### src/rtl/lsc_pkg.sv
// Package for the light sensor conditioner: field widths, calibration
// constants, register indexes and the reciprocal used for the calibration divide.
// No dependencies.
package lsc_pkg;

  // Converter and field widths
  localparam int ADC_BITS    = 10;
  localparam int THR_BITS    = 10;
  localparam int WEIGHT_BITS = 9;
  localparam int LUX_BITS    = 9;
  localparam int SMOOTH_BITS = 17;
  localparam int CFG_DATA_BITS  = 10;
  localparam int CFG_INDEX_BITS = 2;
  localparam int CMP_BITS = (ADC_BITS > THR_BITS) ? ADC_BITS : THR_BITS;

  // Calibration points: 90 -> 10 lux, 680 -> 300 lux
  localparam int CAL_X_LO = 90;
  localparam int CAL_X_HI = 680;
  localparam int CAL_Y_LO = 10;
  localparam int CAL_Y_HI = 300;
  localparam int CAL_GAIN = CAL_Y_HI - CAL_Y_LO;   // 290, below 2**9
  localparam int CAL_DEN  = CAL_X_HI - CAL_X_LO;   // 590, below 2**10

  // |x - 90| * 290 needs ADC_BITS + 9 bits
  localparam int MAG_BITS    = ADC_BITS + 9;
  // Exact floor division by CAL_DEN for any magnitude below 2**MAG_BITS
  localparam int RECIP_SHIFT = MAG_BITS + 10;
  localparam int RECIP_BITS  = RECIP_SHIFT - 9;
  localparam logic [RECIP_BITS-1:0] RECIP_MUL =
      RECIP_BITS'(((64'd1 << RECIP_SHIFT) + 64'(CAL_DEN) - 64'd1) / 64'(CAL_DEN));
  localparam int QUO_BITS    = MAG_BITS + RECIP_BITS - RECIP_SHIFT;

  // Averaging arithmetic
  localparam int ACC_BITS = WEIGHT_BITS + SMOOTH_BITS + 1;
  localparam logic [WEIGHT_BITS-1:0] ONE_Q8 = WEIGHT_BITS'(256);
  localparam int ROUND_HALF = 128;

  // Register indexes
  localparam logic [CFG_INDEX_BITS-1:0] REG_LAMP_ON_BELOW    = 2'd0;
  localparam logic [CFG_INDEX_BITS-1:0] REG_LAMP_OFF_ABOVE   = 2'd1;
  localparam logic [CFG_INDEX_BITS-1:0] REG_SMOOTHING_WEIGHT = 2'd2;

  // Register reset values
  localparam logic [THR_BITS-1:0]    LAMP_ON_BELOW_RST    = THR_BITS'(300);
  localparam logic [THR_BITS-1:0]    LAMP_OFF_ABOVE_RST   = THR_BITS'(350);
  localparam logic [WEIGHT_BITS-1:0] SMOOTHING_WEIGHT_RST = WEIGHT_BITS'(102);

endpackage

### src/rtl/light_sensor_conditioner.sv
// Light sensor conditioner top level: calibration map, moving average and
// lamp hysteresis in a short pipeline. Depends on lsc_pkg.
//
// Usage
//   Input channel in_valid/in_ready carries one adc_sample per item.
//   Output channel out_valid/out_ready carries lamp_on, calibrated_lux and
//   smoothed_lux_q8 for every item, in order.
//   Configuration: cfg_write with cfg_index/cfg_data writes a threshold or
//   the averaging weight at once; write only while no item is in flight.
// Timing
//   Pipeline: an accepted item passes the input register, gain multiply,
//   reciprocal divide and then the average before its result is shown.
//   Throughput: one item per cycle while out_ready is high; the average and
//   lamp state close their feedback in the last stage.
// Reset
//   Clears the pipeline valids, the average to zero, the lamp to off and the
//   registers to 300, 350 and 102.
// Stall
//   When out_ready is low the result holds; earlier stages keep filling
//   their empty slots, and in_ready falls only once every stage is full.
module light_sensor_conditioner
  import lsc_pkg::*;
(
  input  logic                      clk,
  input  logic                      rst,
  input  logic                      in_valid,
  output logic                      in_ready,
  input  logic [ADC_BITS-1:0]       adc_sample,
  output logic                      out_valid,
  input  logic                      out_ready,
  output logic                      lamp_on,
  output logic [LUX_BITS-1:0]       calibrated_lux,
  output logic [SMOOTH_BITS-1:0]    smoothed_lux_q8,
  input  logic                      cfg_write,
  input  logic [CFG_INDEX_BITS-1:0] cfg_index,
  input  logic [CFG_DATA_BITS-1:0]  cfg_data
);

  // Configuration registers
  logic [THR_BITS-1:0]    lamp_on_below;
  logic [THR_BITS-1:0]    lamp_off_above;
  logic [WEIGHT_BITS-1:0] smoothing_weight;

  // Pipeline registers
  logic                   v1, v2, v3;
  logic [ADC_BITS-1:0]    x1, x2, x3;
  logic [MAG_BITS-1:0]    mag2;
  logic                   neg2;
  logic [LUX_BITS-1:0]    lux3;

  // State, also driving the outputs
  logic                   lamp_state;
  logic [SMOOTH_BITS-1:0] smoothed_value;
  logic [LUX_BITS-1:0]    lux_out;

  // Stage enables
  logic en_out, en3, en2;

  // Combinational values
  logic                              neg_d;
  logic [ADC_BITS-1:0]               mag_d;
  logic [MAG_BITS-1:0]               mag2_next;
  logic [MAG_BITS+RECIP_BITS-1:0]    recip_prod;
  logic [QUO_BITS-1:0]               quo;
  logic [LUX_BITS-1:0]               lux3_next;
  logic [WEIGHT_BITS-1:0]            w_sat, w_inv;
  logic [SMOOTH_BITS-1:0]            target;
  logic [ACC_BITS-1:0]               acc;
  logic [SMOOTH_BITS-1:0]            smoothed_next;
  logic                              lamp_next;
  logic [CMP_BITS-1:0]               x_cmp, on_cmp, off_cmp;

  assign en_out   = !out_valid || out_ready;
  assign en3      = !v3 || en_out;
  assign en2      = !v2 || en3;
  assign in_ready = !v1 || en2;

  // Configuration writes; unknown indexes are ignored
  always_ff @(posedge clk) begin
    if (rst) begin
      lamp_on_below    <= LAMP_ON_BELOW_RST;
      lamp_off_above   <= LAMP_OFF_ABOVE_RST;
      smoothing_weight <= SMOOTHING_WEIGHT_RST;
    end else if (cfg_write) begin
      unique case (cfg_index)
        REG_LAMP_ON_BELOW:    lamp_on_below    <= cfg_data[THR_BITS-1:0];
        REG_LAMP_OFF_ABOVE:   lamp_off_above   <= cfg_data[THR_BITS-1:0];
        REG_SMOOTHING_WEIGHT: smoothing_weight <= cfg_data[WEIGHT_BITS-1:0];
        default: ;
      endcase
    end
  end

  // Stage 1 -> 2: offset from the dark point and gain
  always_comb begin
    neg_d     = x1 < ADC_BITS'(CAL_X_LO);
    mag_d     = neg_d ? (ADC_BITS'(CAL_X_LO) - x1) : (x1 - ADC_BITS'(CAL_X_LO));
    mag2_next = MAG_BITS'(mag_d) * MAG_BITS'(CAL_GAIN);
  end

  // Stage 2 -> 3: divide by the span (truncated toward zero), offset, clamp
  always_comb begin
    recip_prod = (MAG_BITS+RECIP_BITS)'(mag2) * (MAG_BITS+RECIP_BITS)'(RECIP_MUL);
    quo        = recip_prod[MAG_BITS+RECIP_BITS-1:RECIP_SHIFT];
    if (neg2) begin
      lux3_next = (quo > QUO_BITS'(CAL_Y_LO)) ? '0
                                              : LUX_BITS'(QUO_BITS'(CAL_Y_LO) - quo);
    end else begin
      lux3_next = LUX_BITS'((QUO_BITS+1)'(quo) + (QUO_BITS+1)'(CAL_Y_LO));
    end
  end

  // Stage 3 -> output: moving average and lamp hysteresis
  always_comb begin
    w_sat  = (smoothing_weight > ONE_Q8) ? ONE_Q8 : smoothing_weight;
    w_inv  = ONE_Q8 - w_sat;
    target = {SMOOTH_BITS'(lux3)} << 8;
    acc    = ACC_BITS'(w_sat) * ACC_BITS'(target)
           + ACC_BITS'(w_inv) * ACC_BITS'(smoothed_value)
           + ACC_BITS'(ROUND_HALF);
    smoothed_next = (smoothed_value == '0) ? target : acc[SMOOTH_BITS+7:8];

    x_cmp   = CMP_BITS'(x3);
    on_cmp  = CMP_BITS'(lamp_on_below);
    off_cmp = CMP_BITS'(lamp_off_above);
    lamp_next = lamp_state;
    priority if (!lamp_state && (x_cmp < on_cmp)) begin
      lamp_next = 1'b1;
    end else if (lamp_state && (x_cmp > off_cmp)) begin
      lamp_next = 1'b0;
    end
  end

  // Valid bits
  always_ff @(posedge clk) begin
    if (rst) begin
      v1        <= 1'b0;
      v2        <= 1'b0;
      v3        <= 1'b0;
      out_valid <= 1'b0;
    end else begin
      if (in_ready) v1 <= in_valid;
      if (en2)      v2 <= v1;
      if (en3)      v3 <= v2;
      if (en_out)   out_valid <= v3;
    end
  end

  // Payload registers
  always_ff @(posedge clk) begin
    if (in_ready && in_valid) begin
      x1 <= adc_sample;
    end
    if (en2 && v1) begin
      x2   <= x1;
      mag2 <= mag2_next;
      neg2 <= neg_d;
    end
    if (en3 && v2) begin
      x3   <= x2;
      lux3 <= lux3_next;
    end
    if (en_out && v3) begin
      lux_out <= lux3;
    end
  end

  // Feedback state, updated as each item enters the output register
  always_ff @(posedge clk) begin
    if (rst) begin
      lamp_state     <= 1'b0;
      smoothed_value <= '0;
    end else if (en_out && v3) begin
      lamp_state     <= lamp_next;
      smoothed_value <= smoothed_next;
    end
  end

  assign lamp_on         = lamp_state;
  assign calibrated_lux  = lux_out;
  assign smoothed_lux_q8 = smoothed_value;

endmodule

### config.mk
export PLATFORM = sky130hd
export DESIGN_NAME = light_sensor_conditioner
export DESIGN_NICKNAME = d
export VERILOG_FILES = /design/src/rtl/lsc_pkg.sv /design/src/rtl/light_sensor_conditioner.sv
export SDC_FILE = /design/constraint.sdc
export NUM_CORES = 1
export LEC_CHECK = 0
export BUFFER_PORTS_ARGS = -buffer_cell sky130_fd_sc_hd__buf_2
export CAP_MARGIN = 15
export CORE_MARGIN = 3
export CORE_UTILIZATION = 30
export DETAILED_ROUTE_END_ITERATION = 8
export PLACE_DENSITY = 0.51
export RECOVER_POWER = 100
export SLEW_MARGIN = 40
export SYNTH_ARGS = -nofsm -noshare
export SYNTH_HDL_FRONTEND = slang
export SYNTH_SLANG_ARGS = --single-unit
### constraint.sdc
create_clock -name clk -period 8.22 [get_ports clk]
set_clock_uncertainty 0.1 [all_clocks]
set_input_delay 2.055 -clock clk [delete_from_list [all_inputs] [get_ports clk]]
set_output_delay 2.055 -clock clk [all_outputs]
set_load 0.03 [all_outputs]
# Word level (Yosys, flattened, before mapping)
# Index checks and enable logic that the tools add are counted.
# totals
inputBits	27
memories	0
output_inout_bits	29
rom_bits	0
latchBits	0
mem_bits_rw	0
ff_bits	118
elab_cells	63
# op_classes
muxes	7
shift	0
n_lt_le_gt_ge	5
n_reduce_logical	22
div	0
multipliers	4
add_sub_neg	7
n_bitwise	0
eq_ne	2
# op_table
cell	count
multiplier 18 x 20 -> 38 bit, second input constant	1
two-way mux 9 bit	3
adder 25 bit	1
adder 25 x 8 -> 25 bit, second input constant	1
multiplier 9 x 17 -> 25 bit	1
multiplier 10 x 8 -> 18 bit, second input constant	1
logical NOT 17 bit	1
multiplier 9 x 9 -> 17 bit	1
two-way mux 17 bit	1
greater-than comparator 10 bit	1
greater-than comparator 10 x 4 -> 1 bit, second input constant	1
< comparator 10 bit	1
< comparator 10 x 7 -> 1 bit, second input constant	1
two-way mux 10 bit	1
subtractor 10 x 7 -> 10 bit, second input constant	1
subtractor 7 x 10 -> 10 bit, first input constant	1
adder 9 x 4 -> 9 bit, second input constant	1
greater-than comparator 9 bit, second input constant	1
subtractor 4 x 9 -> 9 bit, first input constant	1
subtractor 9 bit, first input constant	1
AND reduction 2 bit	4
logical AND 1 bit	6
logical NOT 1 bit	5
logical OR 1 bit	4
5 further kinds	6

# Longest topological paths before layout
# Gate-level depths: netlist of the first run.
# logic_depth
depth_word	7
depth_mapped	34
depth_no_buf	31

# Worst setup path after synthesis of the first run
# Ideal clock, no wire load.
# synth_timing
path_type	register -> register
startpoint	register smoothing_weight[8]
endpoint	register smoothed_value[12] (netlist: smoothed_lux_q8[12])
synth_period_minus_slack_ns	8.081
path_slack_ns	0.139
arrival_ns	7.902
stages_incl_launch_ff	31
required_time_ns	8.041
setup_ns	0.079
cell_sequence	dfxtp_1 -> buf_1 -> nor2b_1 -> clkbuf_1 -> clkbuf_1 -> inv_1 -> ha_1 -> or3b_1 -> or3_4 -> o41ai_4 -> clkbuf_1 -> nand2_1 -> fa_1 -> fa_1 -> inv_1 -> fa_1 -> fa_1 -> inv_1 -> fa_1 -> inv_1 -> ha_1 -> o41ai_2 -> a21oi_1 -> o22a_1 -> a41o_1 -> o41ai_4 -> o21bai_2 -> a21oi_2 -> nor2b_1 -> mux2_4 -> a211oi_2
# synth_between
elab_chain_cells	7
word_cells_on_any_way	8
cone_classes	add/sub (3); mul (2); order compare (1); mux (2)
# synth_rtl
item	line_no	rtl
start: declaration	light_sensor_conditioner.sv:42	logic [WEIGHT_BITS-1:0] smoothing_weight;
start signal: assignment	light_sensor_conditioner.sv:88	REG_SMOOTHING_WEIGHT: smoothing_weight <= cfg_data[WEIGHT_BITS-1:0];
greater-than comparator 9 bit	light_sensor_conditioner.sv:115	w_sat = (smoothing_weight > ONE_Q8) ? ONE_Q8 : smoothing_weight;
two-way mux 9 bit *	light_sensor_conditioner.sv:115	
subtractor 9 bit	light_sensor_conditioner.sv:116	w_inv = ONE_Q8 - w_sat;
multiplier 9 x 17 -> 25 bit	light_sensor_conditioner.sv:119	+ ACC_BITS'(w_inv) * ACC_BITS'(smoothed_value)
adder 25 bit *	light_sensor_conditioner.sv:119	
adder 25 x 8 -> 25 bit *	light_sensor_conditioner.sv:120	+ ACC_BITS'(ROUND_HALF);
two-way mux 17 bit *	light_sensor_conditioner.sv:121	smoothed_next = (smoothed_value == '0) ? target : acc[SMOOTH_BITS+7:8];
end signal: assignment	light_sensor_conditioner.sv:175	smoothed_value <= smoothed_next;
end: declaration	light_sensor_conditioner.sv:53	logic [SMOOTH_BITS-1:0] smoothed_value;
# Mark *: on every way between the ends. The rest lies on a longest branch, timed or not.
# A chain may end at the register's enable or synchronous reset.

# Worst setup path after layout of the first run
# Ends and elaborated chain as after synthesis.

==> flow_metrics.tcl, run 1 <==
set metrics [dict create \
    layout.nets 2751 \
    die_h_um 262.3 \
    row_count 93 \
    holdCritPathClass "reg -> reg" \
    startpoint "smoothing_weight[8]$_SDFFE_PP0P_" \
    yosys_warnings 0 \
    yosys.area_share.simple_pct 12.68 \
    hp-start "x2[7]$_DFFE_PP_" \
    yosysTopAreaCellShare_pct 31.89 \
    track_usage_pct 13.81 \
    gp_congestion 0.8353 \
    cp-start-kind "flop" \
    cts_tree "built" \
    synth_mux_area_share_pct 0.3872 \
    synth_top_family_by_area "adder cells" \
    critPathMaxFanout 7 \
    synth.area.top_cells "fa_1, ha_1, edfxtp_1" \
    drv_slew 82 \
    cts.clk_slew.worst_paths_ns 0.06 \
    period_needed_ns 7.757 \
    arrival_ns 8.00 \
    detail_route.wl_per_cell_um 15.41 \
    ant_nets 0 \
    start_util_pct 30.47 \
    grt_first_pass_wirelength_mm 76.66 \
    h-tree-depth 4 \
    cts-root-buf "clkbuf_16" \
    cts.sinks 117 \
    synth_compound_area_share_pct 7.364 \
    die_area_um2 68810 \
    crit_path_end_kind "flop" \
    period_share_pct 94.37 \
    placed_cells 2959 \
    cts_resized 0 \
    synth_xor_area_share_pct 3.409 \
    postCtsSetupRepairBufs 0 \
    clock_latency_ns 0.45 \
    cts_buffers 17 \
    finalSetupTns_ns 0 \
    synth.most_common_cell "inv_1" \
    dr.pass1.iters 5 \
    grt_max_degree 53 \
    maxSlewHeadroom_pct -65.93 \
    violations "capacitance limit, slew limit" \
    ys_ff_latch 117 \
    synth_flop_cell "edfxtp_1" \
    die_w_um 262.3 \
    cts-hold-fix-buffers 0 \
    first_global_vias 14480 \
    antenna_found_initial 1 \
    core_area_um2 64700 \
    syn_area_um2 19710 \
    rsz0062_at_grt "no" \
    ios 56 \
    tightest_slew_ns 2.489 \
    async_reset_ff_share_pct 0 \
    syn_avg_cell_area_um2 9.435 \
    hpwl_mm 38.62 \
    crit_required_ns 8.46 \
    diodes 0 \
    finalSetupViolCount 0 \
    outcome "finished with violations" \
    yosysTopAreaCell "fa_1" \
    r2r-start "smoothing_weight[8]$_SDFFE_PP0P_" \
    ys_seq_area_share_pct 15.24 \
    drtIter0Drc 509 \
    drc_errors 0 \
    wl_mm 46.09 \
    io_buffers 55 \
    synth_fp_nets 2717 \
    synth_fa_ha_area_share_pct 50.11 \
    fmax_mhz 128.9 \
    vias 13510 \
    cap_violations 2 \
    critPathKind "reg -> reg" \
    synth_commonest_cells "inv_1, fa_1, ha_1, nand2_1, and2_1" \
    synthCells 2089 \
    syn2layout_area_growth_pct 9.179 \
    synth_edf_count 66 \
    viasPerCell 4.516 \
    final_hold_viol_count 0 \
    drive_gt1_share_pct 4.775 \
    synth_cell_type_count 70 \
    nFillCells 6693 \
    clock_path_buffers 2 \
    grt.overflow.total 0 \
    finalNonFillerCells 2991 \
]
placed cells by master (no fill, tap or decap), types with 22 or more instances in the layout:
cell	Yosys	routed
a21oi_1	73	73
and2_1	119	119
buf_2	0	24
clkbuf_1	57	37
dfxtp_1	51	51
edfxtp_1	66	66
fa_1	314	314
ha_1	287	287
inv_1	503	503
nand2_1	200	200
nor2_1	72	71
nor2b_1	24	22
o21ai_0	31	36
xnor2_1	54	54
flip-flops by register name (all words and copies together) (netlist names):
| register | flops |
|---|---|
| x2 | 10 |
| lamp_on | 1 |
| smoothing_weight | 9 |
| out_valid | 1 |
| smoothed_lux_q8 | 17 |
| neg2 | 1 |
| mag2 | 17 |
| v2 | 1 |
| lux3 | 9 |
| x3 | 10 |
| calibrated_lux | 9 |
| lamp_on_below | 10 |
| v3 | 1 |
| lamp_off_above | 10 |
| v1 | 1 |
| x1 | 10 |
logic make-up after synthesis:
logic type / count (synthesis)
xor+xnor: 75
fa+ha+maj: 601
mux: 7
buf+inv: 568
simple gates: 503
flops: 117
compound gates: 218
stage by stage:
stage / area [um^2] / setup WS (ns) / utilization [%] / hold slack [ns]
5_1_grt: 21520 / 0.04250 / 33.26 / 0.3249
3_5_place_dp: 21020 / 0.4733 / 32.50 / 0.3054
2_1_floorplan: 19710 / 0.1385 / - / 0.3003
4_1_cts: 21580 / 0.4534 / 33.36 / 0.3202
3_3_place_gp: 21020 / 0.5275 / 32.48 / 0.3068
6_report: 21520 / 0.4628 / 33.26 / 0.3191
layout make-up:
cell class,count,area [um^2],share of cell area [%]
Clock buffer,20,436.7,2.029
Tap cell,855,1070,4.971
Multi-Input combinational cell,1404,14590,67.81
Inverter,504,1892,8.791
Sequential cell,117,3003,13.95
Clock inverter,12,121.4,0.5640
Timing Repair Buffer,79,405.4,1.884
worst paths after layout:
| kind | to | slack (ns) | cells past startpoint |
|---|---|---|---|
| worst max-delay path | smoothed_lux_q8[12]$_SDFFE_PP0P_ | 0.46 | 26 |
| worst max register to register | smoothed_lux_q8[12]$_SDFFE_PP0P_ | 0.46 | 26 |
| worst min register to register | x3[7]$_DFFE_PP_ | 0.32 | 0 |
| worst min-delay path | x3[7]$_DFFE_PP_ | 0.32 | 0 |
critical path: stages, from the launching register on:
cell      delay, ns
dfxtp_1        0.44
nor2b_1        0.10
inv_1          0.07
ha_1           0.19
or3b_1         0.39
or3_4          0.43
xor2_1         0.43
nand2_1        0.14
fa_1           0.49
fa_1           0.55
inv_1          0.06
fa_1           0.51
fa_1           0.55
inv_1          0.06
fa_1           0.53
inv_1          0.05
ha_1           0.33
o41ai_2        0.32
a21oi_1        0.08
o22a_1         0.26
a41o_1         0.31
o41ai_4        0.38
o21bai_2       0.13
a21oi_2        0.18
nor2b_1        0.08
mux2_4         0.30
a211oi_2       0.20
metal layers:
metal | GRT usage [%] | vias up | wire length, um
li1 | - | 6582 | -
met1 | 18.29 | 6722 | 21650
met2 | 23.71 | 160 | 22390
met3 | 2.041 | 43 | 1284
met4 | 3.401 | 0 | 762
met5 | 0 | - | 0
Power of run 1 is not shown: default switching activity piles up to over one toggle a cycle in this logic, so the estimate is an artifact.
==> inputs of run 2 (changes only) <==
PLACE_DENSITY = default   (was 0.51)
==> run 2 against run 1 <==
- the flow still finishes with violations (capacitance limit, slew limit)
- die area is the same
- worst hold slack better by 0.0029 ns
- wire length increased by 0.15%
- critical path depth is 3 lower
- via count increased by 2.6%
- final cell count about the same
- maximum frequency up 0.32%
- flip-flop and latch count is the same
- register-to-register slack improved by 0.02 ns
- sequential share of layout area barely moved
- clock-buffer cell count unchanged
- critical path type unchanged
- critical endpoint is now lux3[3]$_DFFE_PP_
==> flow_metrics.tcl, run 2 (synthesis results as in run 1) <==
set metrics [dict create \
    final_hold_viol_count 0 \
    cts-hold-fix-buffers 0 \
    finalSetupTns_ns 0 \
    ant_nets 0 \
    outcome "finished with violations" \
    tightest_slew_ns 2.788 \
    slowest_stage "fa_1" \
    vias 13860 \
    cap_violations 2 \
    ios 56 \
    crit_chain "fa_1 > inv_1 > fa_1 > fa_1 > inv_1 > fa_1 > inv_1 > fa_1 > fa_1 > inv_1 > ha_1 > a211oi_1 > o21bai_1 > a221oi_1 > nor2b_1 > or4_1 > xor2_1 > ha_1 > inv_1 > a21oi_1 > o2111a_1 > nand2_1 > o22ai_1" \
    fmax_mhz 129.3 \
    grt.overflow.total 0 \
    violations "capacitance limit, slew limit" \
    h-tree-depth 4 \
    core_area_um2 64700 \
    cts_resized 0 \
    drive_gt1_share_pct 4.545 \
    drc_errors 0 \
    antenna_found_initial 2 \
    gp_congestion 0.8732 \
    maxSlewHeadroom_pct -87.56 \
    drtIter0Drc 785 \
    crit_required_ns 8.39 \
    cp-start-kind "flop" \
    cts_tree "built" \
    row_count 93 \
    syn2layout_area_growth_pct 9.160 \
    cts-root-buf "clkbuf_16" \
    grt_first_pass_wirelength_mm 76.88 \
    holdCritPathClass "reg -> reg" \
    postCtsSetupRepairBufs 0 \
    cts.clk_slew.worst_paths_ns 0.06 \
    cts.sinks 117 \
    nFillCells 6683 \
    layout.nets 2749 \
    io_buffers 55 \
    place_area_um2 21010 \
    period_needed_ns 7.733 \
    finalNonFillerCells 2990 \
    path_common_cell "fa_1" \
    clock_latency_ns 0.45 \
    hpwl_mm 38.38 \
    arrival_ns 7.91 \
    placed_cells 2956 \
    track_usage_pct 13.76 \
    die_h_um 262.3 \
    final_cell_mix "inv_1, fa_1, ha_1" \
    critPathMaxFanout 7 \
    rsz0062_at_grt "no" \
    die_area_um2 68810 \
    first_global_vias 15000 \
    finalSetupViolCount 0 \
    start_util_pct 30.47 \
    clock_path_buffers 2 \
    final_cell_area_um2 21520 \
    critPathKind "reg -> reg" \
    viasPerCell 4.636 \
    rrSetupSlack_ns 0.49 \
    period_share_pct 94.07 \
    dr.pass1.iters 4 \
    grt_max_degree 53 \
    cts_buffers 17 \
    drv_slew 49 \
    whs_ns 0.3220 \
    layout_commonest_cell "inv_1" \
    crit_path_max_incr_delay_ns 0.74 \
    detail_route.wl_per_cell_um 15.44 \
    die_w_um 262.3 \
    wl_mm 46.16 \
    crit_path_end_kind "flop" \
]
## run 2: worst max-delay path: cells and delay by family (launching register included)
family | cells | cell delay (ns)
AND/OR/NAND/NOR | 3 | 0.75
XOR/XNOR | 1 | 0.46
adder cells (fa/ha/maj) | 8 | 3.92
flip-flops | 1 | 0.51
AO/OA/AOI/OAI | 6 | 1.40
buffers and inverters | 5 | 0.41
## run 2: worst paths after layout
check | cells after the start | start | endpoint
min reg2reg | 0 | x2[6]$_DFFE_PP_ | x3[6]$_DFFE_PP_
max | 23 | mag2[16]$_DFFE_PP_ | lux3[3]$_DFFE_PP_
max reg2reg | 23 | mag2[16]$_DFFE_PP_ | lux3[3]$_DFFE_PP_
min | 0 | x2[6]$_DFFE_PP_ | x3[6]$_DFFE_PP_
## run 2: layout make-up
type                            count  area (um^2)  area share [%]
Clock buffer                       20        456.7           2.123
Timing Repair Buffer               77        389.1           1.809
Tap cell                          855         1070           4.972
Antenna cell                        1        2.502         0.01163
Clock inverter                     12        118.9          0.5525
Sequential cell                   117         3003           13.96
Multi-Input combinational cell   1404        14580           67.78
Inverter                          504         1892           8.793
## run 2: layer usage
layer	track usage [%]	wire length, um	vias to the layer above
li1	-	-	6571
met1	17.81	20350	6959
met2	23.68	22930	274
met3	2.153	1891	59
met4	4.165	988	0
met5	0	0	-
## run 2: metrics by stage
step / util, % / setup WS, ns
after floorplan: - / 0.1385
after global placement: 32.45 / 0.6989
after detailed placement: 32.48 / 0.5670
after CTS: 33.37 / 0.5479
after global routing: 33.25 / 0.04835
final: 33.26 / 0.4874
Power of run 2 is left out for the same reason.
